[src/sv/ite_pkg.sv]
package ite_pkg;

    // Command codes of an input item.
    localparam logic [2:0] CMD_MSI      = 3'd0;
    localparam logic [2:0] CMD_MOVE     = 3'd1;
    localparam logic [2:0] CMD_MAPD     = 3'd2;
    localparam logic [2:0] CMD_MAPC     = 3'd3;
    localparam logic [2:0] CMD_MAPTI    = 3'd4;
    localparam logic [2:0] CMD_NOP      = 3'd5;

    // Result status codes.
    localparam logic [2:0] ST_OK        = 3'd0;
    localparam logic [2:0] ST_UNMAPPED  = 3'd1;
    localparam logic [2:0] ST_INV_COLL  = 3'd2;
    localparam logic [2:0] ST_RANGE     = 3'd3;
    localparam logic [2:0] ST_UNSUP     = 3'd4;

    // Configuration register indexes.
    localparam logic REG_DEV_BASE  = 1'b0;
    localparam logic REG_COLL_BASE = 1'b1;

    localparam logic [63:0] COLL_INVALID = '1;

    // Classified operation passed from the front part to the back part.
    typedef enum logic [2:0] {
        OP_MSI   = 3'd0,
        OP_MOVE  = 3'd1,
        OP_MAPD  = 3'd2,
        OP_MAPC  = 3'd3,
        OP_MAPTI = 3'd4,
        OP_DONE  = 3'd5
    } t_op;

    typedef struct packed {
        t_op         op;
        logic [2:0]  status;
        logic [15:0] device_id;
        logic [31:0] evt_index;
        logic [15:0] collection_id;
        logic [31:0] phys_intid;
        logic [63:0] map_word;
    } t_job;

endpackage

[src/sv/ite_front.sv]
module ite_front
    import ite_pkg::*;
(
    input  logic        i_clk,
    input  logic        i_rst_n,
    input  logic        i_valid,
    output logic        o_stall,
    input  logic [2:0]  i_command,
    input  logic [15:0] i_device_id,
    input  logic [31:0] i_evt_index,
    input  logic [15:0] i_collection_id,
    input  logic [31:0] i_phys_intid,
    input  logic [31:0] i_redist_target,
    input  logic [51:0] i_itt_base,
    input  logic        i_map_valid,
    output logic        o_job_valid,
    input  logic        i_job_take,
    output t_job        o_job
);

    // Two-entry queue between classification and execution.
    t_job       r_q [2];
    logic [1:0] r_cnt;
    logic       r_wp, r_rp;
    t_job       n_job;
    logic       push, pop;

    // Classify the command and build the word that map commands write.
    always_comb begin
        n_job = '0;
        n_job.device_id     = i_device_id;
        n_job.evt_index     = i_evt_index;
        n_job.collection_id = i_collection_id;
        n_job.phys_intid    = i_phys_intid;
        n_job.status        = ST_OK;
        case (i_command)
            CMD_MSI:   n_job.op = OP_MSI;
            CMD_MOVE:  n_job.op = OP_MOVE;
            CMD_MAPD: begin
                n_job.op = OP_MAPD;
                n_job.map_word = i_map_valid ? {12'd0, i_itt_base[51:8], 8'd0} : 64'd0;
            end
            CMD_MAPC: begin
                n_job.op = OP_MAPC;
                n_job.map_word = i_map_valid ? {32'd0, i_redist_target} : COLL_INVALID;
            end
            CMD_MAPTI: n_job.op = OP_MAPTI;
            CMD_NOP:   n_job.op = OP_DONE;
            default: begin
                n_job.op     = OP_DONE;
                n_job.status = ST_UNSUP;
            end
        endcase
    end

    assign o_stall     = r_cnt[1];
    assign push        = i_valid && !r_cnt[1];
    assign o_job_valid = r_cnt != 2'd0;
    assign pop         = o_job_valid && i_job_take;
    assign o_job       = r_q[r_rp];

    // Queue pointers and fill count.
    always_ff @(posedge i_clk) begin
        if (!i_rst_n) begin
            r_cnt <= '0;
            r_wp  <= 1'b0;
            r_rp  <= 1'b0;
        end else begin
            if (push) r_wp <= !r_wp;
            if (pop)  r_rp <= !r_rp;
            r_cnt <= r_cnt + {1'b0, push} - {1'b0, pop};
        end
    end

    // Queue payload.
    always_ff @(posedge i_clk) begin
        if (push) r_q[r_wp] <= n_job;
    end

endmodule

[config.mk]
export PLATFORM = sky130hd
export DESIGN_NAME = ite_front
export DESIGN_NICKNAME = d
export VERILOG_FILES = /design/src/sv/ite_pkg.sv /design/src/sv/ite_front.sv
export SDC_FILE = /design/constraint.sdc
export NUM_CORES = 1
export LEC_CHECK = 0
export BUFFER_PORTS_ARGS = -buffer_cell sky130_fd_sc_hd__buf_2
export CORE_ASPECT_RATIO = 0.5
export CORE_MARGIN = 2
export CORE_UTILIZATION = 47
export CTS_CLUSTER_SIZE = 24
export DETAILED_ROUTE_END_ITERATION = 10
export PLACE_DENSITY = 0.76
export SYNTH_ARGS = -nofsm -noshare
export SYNTH_HDL_FRONTEND = slang
export SYNTH_SLANG_ARGS = --single-unit
export TNS_END_PERCENT = 5
[constraint.sdc]
create_clock -name i_clk -period 7.9 [get_ports i_clk]
set_input_delay 0.79 -clock i_clk [delete_from_list [all_inputs] [get_ports i_clk]]
set_output_delay 0.79 -clock i_clk [all_outputs]
set_load 0.1 [all_outputs]
After elaboration in Yosys (flattened, before gate mapping)
Memories as Yosys holds them, arrays and structs flattened. A register that Yosys moved wholly into a read port is not among the register bits.
Index checks and enable logic that the tools add are counted.

word-level totals
  flip-flop bits (word level) = 4
  memory bits (writable) = 332
  bits of input ports = 188
  output and inout bits = 168
  word-level logic and storage cells = 28
  memories = 1

operators by class
  $add $sub $neg = 2
  eq/ne operators = 5
  mux-type cells = 9
  reduce and logical (&&, ||, !) cells = 8

memories
  memory  words  width  read ports  clocked after memory_dff  wr ports  line             source
  r_q     2      166    1           1                         1         ite_front.sv:22  t_job r_q [2];

operators with widths
  operator                                                               number
  64-bit case mux with 2 select lines                                    1
  64-bit two-way mux                                                     1
  52-bit two-way mux                                                     1
  3-bit case mux with 5 select lines                                     1
  3-bit by 2-bit equality test with 1-bit output, second input constant  2
  3-bit equality test, second input constant                             2
  6-bit OR reduction                                                     1
  1-bit two-way mux                                                      4
  3-bit by 1-bit equality test with 1-bit output, second input constant  1
  1-bit logical NOT                                                      3
  3-bit logical NOT                                                      1
  3-bit two-way mux                                                      1
  2-bit by 1-bit adder with 2-bit output                                 1
  1-bit logical AND                                                      2
  2-bit nonzero test                                                     1
  2-bit by 1-bit subtractor with 2-bit output                            1

Logic depth before layout (Yosys ltp)
  depth in word-level cells = 4
  gate-level depth with buffers = 7
  depth with buffers taken out = 7

Worst setup path after synthesis
No wires, ideal clock.

  kind = register -> register
  from = register r_cnt[1]
  to = memory r_q[0][0] (netlist bit) (enable)
  library setup time = 669 ps
  data arrival time = 7,399 ps
  required time = 7,231 ps
  path slack = -168 ps
  cell stages (with the launch flop) = 3
  path buffers = 0
  clock period less this slack = 8,068 ps
  path through = dfxtp_1 > nand2b_1 > nor2_1

on the way
  word-level cells in the longest chain between the ends = 4

ends and longest elaborated chain
  what                                     line             source
  from (decl)                              ite_front.sv:23  logic [1:0] r_cnt;
  from (signal assigned)                   ite_front.sv:71  r_cnt <= r_cnt + {1'b0, push} - {1'b0, pop};
  1-bit logical NOT                        ite_front.sv:57  assign push = i_valid && !r_cnt[1];
  1-bit logical AND                        ite_front.sv:57
  1-bit two-way mux                        ite_front.sv:77  if (push) r_q[r_wp] <= n_job;
  1-bit two-way mux (implied by the code)  ite_front.sv:77
  to (decl)                                ite_front.sv:22

Every way passes these cells.

==> flow_summary.toml <==
[worst_setup_path]
cp.required_ns = 7.11
path_class = "flop to output port"
reg2reg_depth = 3
critPathLaunchType = "flop"
crit_path_max_fanout = 57
crit_path_end_kind = "output port"
critPathArrivalTime_ns = 2.91

[logic_synthesis]
synth_warnings = 0
ys_seq_area_share_pct = 75.12
syn_inst = 669
ys_types = 21
synth_area_mm2 = 0.01237
avgSynthCellArea_um2 = 18.48
synth_seq_cells = 311

[min_path]
hold_depth = 1
holdCritPathClass = "primary input to flop"

[drt]
vias = 6875
drt-initial-drc-count = 518
ant_nets = 0
vias_per_cell = 5.026
drt-pass1-iter-count = 5
drcViolationCount = 0
wl_per_cell_um = 19.02
routed_wl_mm = 26.02

[clock_tree]
clockRootBuffer = "clkbuf_16"
post_cts_buffers = 0
postCtsHoldBufs = 0
cts_max_level = 1
cts_resized = 0
clock_sinks = 311
clk_pin_slew_ns = 0.06
cts_buffers = 27
clock_path_buffers = 3
cts_tree = "built"
clk_latency_ns = 0.54

[global_routing]
grt-busiest-layer = "met2"
met1_usage_pct = 21.23
antenna_found_initial = 3
grt_util_met2_pct = 34.46
grt_max_degree = 75
grt_use_total_pct = 18.21
grt_pass1_vias = 7084
grt_pass1_wl_mm = 38.84
use_met3_pct = 3.016
grt-ovfl-total = 0

[placement]
gp_congestion = 0.8645
portBuffers = 345
hpwl_mm = 17.73

[floorplanning]
design.die.area_mm2 = 0.02770
num_io_pins = 356
die_x_um = 233.4
die_h_um = 118.7
initial_core_util_pct = 48.40
num_rows = 41
core_area_mm2 = 0.02555

[sta]
setup_viol = 0
fin_crit_sh_pct = 46.86
rsz0062_at_grt = "no"
hold_viol = 0
min_period_ns = 3.702
fmax_ghz = 0.2701
timing.setup.tns_ns = 0
skew_ns = 0.01438
worstMarginPinSlew_ns = 1.082
relSlewSlack_pct = 27.89
final_max_slew_viol_count = 0

[finish]
drive_above_1_share_pct = 53.87
nNetsFinal = 1192
syn_to_final_growth_pct = 22.35

[run]
drv_cap = 0

[run_status]
outcome = "finished, final reports clean"
[final cells by class]
| type | count | area (um^2) |
|---|---|---|
| well taps | 344 | 430.4 |
| fillers | 1974 | 10420 |
| inverters | 11 | 41.29 |
| multi-input cells | 299 | 2716 |
| clock buffers | 32 | 694.4 |
| diodes | 3 | 7.507 |
| flip-flops and latches | 311 | 9293 |
| clock inverters | 16 | 167.7 |
| repair buffers | 352 | 1779 |
[sequential cells by signal (all words and copies together), names as in the netlist, named ones only]
| signal | count |
|---|---|
| r_cnt | 2 |
| r_wp | 1 |
| r_q | 306 |
| r_rp | 1 |
[stage by stage]
| step | setup WS, ns | instances | utilization (%) | hold slack [ns] | area (um^2) |
|---|---|---|---|---|---|
| 2_1_floorplan | -0.1515 | 670 | - | 0.5039 | 12370 |
| 3_3_place_gp | 4.709 | 1317 | 55.82 | 0.5168 | 14260 |
| 3_5_place_dp | 4.701 | 1317 | 55.82 | 0.5263 | 14260 |
| 4_1_cts | 4.121 | 1365 | 59.19 | 0.4101 | 15120 |
| 5_1_grt | 4.023 | 1368 | 59.22 | 0.4078 | 15130 |
| 6_report | 4.198 | 1368 | 59.22 | 0.4388 | 15130 |
[synth_stat cells]
master    instances  area [um^2]
a21oi_1          52        260.3
and2_1            4        25.02
buf_2            20        100.1
buf_4            17        127.6
buf_6             9        101.4
clkbuf_1          3        11.26
conb_1            1        3.750
dfxtp_1           5        100.1
edfxtp_1        306         9189
ha_1              2        25.02
inv_1            11        41.29
mux2_2           83        934.7
mux2_4           70         1051
nand2_1          22        82.58
nand2b_1          3        18.77
nor2_1           27        101.4
nor2b_1           3        18.77
nor3_1           24        120.1
o21a_1            2        15.01
or2_2             2        12.51
xnor2_1           3        26.28
[cells by family after synthesis]
family | count (synthesis) | synth area share, %
fa+ha+maj | 2 | 0.2023
buf+inv | 60 | 3.086
flops | 311 | 75.12
compound gates | 54 | 2.226
xor+xnor | 3 | 0.2125
mux | 153 | 16.06
simple gates | 85 | 3.066
other cells | 1 | 0.03033
[worst max-delay path, stage by stage (launching register included)]
cell     delay (ns)
dfxtp_4        0.75
buf_4          0.82
mux2_2         0.33
buf_2          0.45
[metal layers]
metal	wire (um)	up-vias
met5	0	-
met4	726	0
met3	1042	50
met2	14310	184
met1	9938	3448
li1	-	3193
[path summary, 6_finish.rpt]
path / endpoint / slack, ns / from
worst max register to register: r_q[0][115] / 5.39 / r_cnt[1]
worst min-delay path: r_q[1][86] / 0.44 / i_phys_intid[22]
worst max-delay path: o_job[37] / 4.20 / flop
worst min register to register: flop / 0.54 / r_rp
[layout by cell type, fill, tap and decap left out, types with 5 or more instances in the layout]
master	instances
clkbuf_16	27
clkbuf_1	5
mux2_4	70
edfxtp_1	306
buf_2	345
a21oi_1	52
buf_4	7
nor2_1	25
nor3_1	24
nand2_1	22
inv_1	11
mux2_2	83
Power is left out: the tool's default activity adds up to more than one toggle a clock period on the data nets, which glitch-free logic cannot reach.
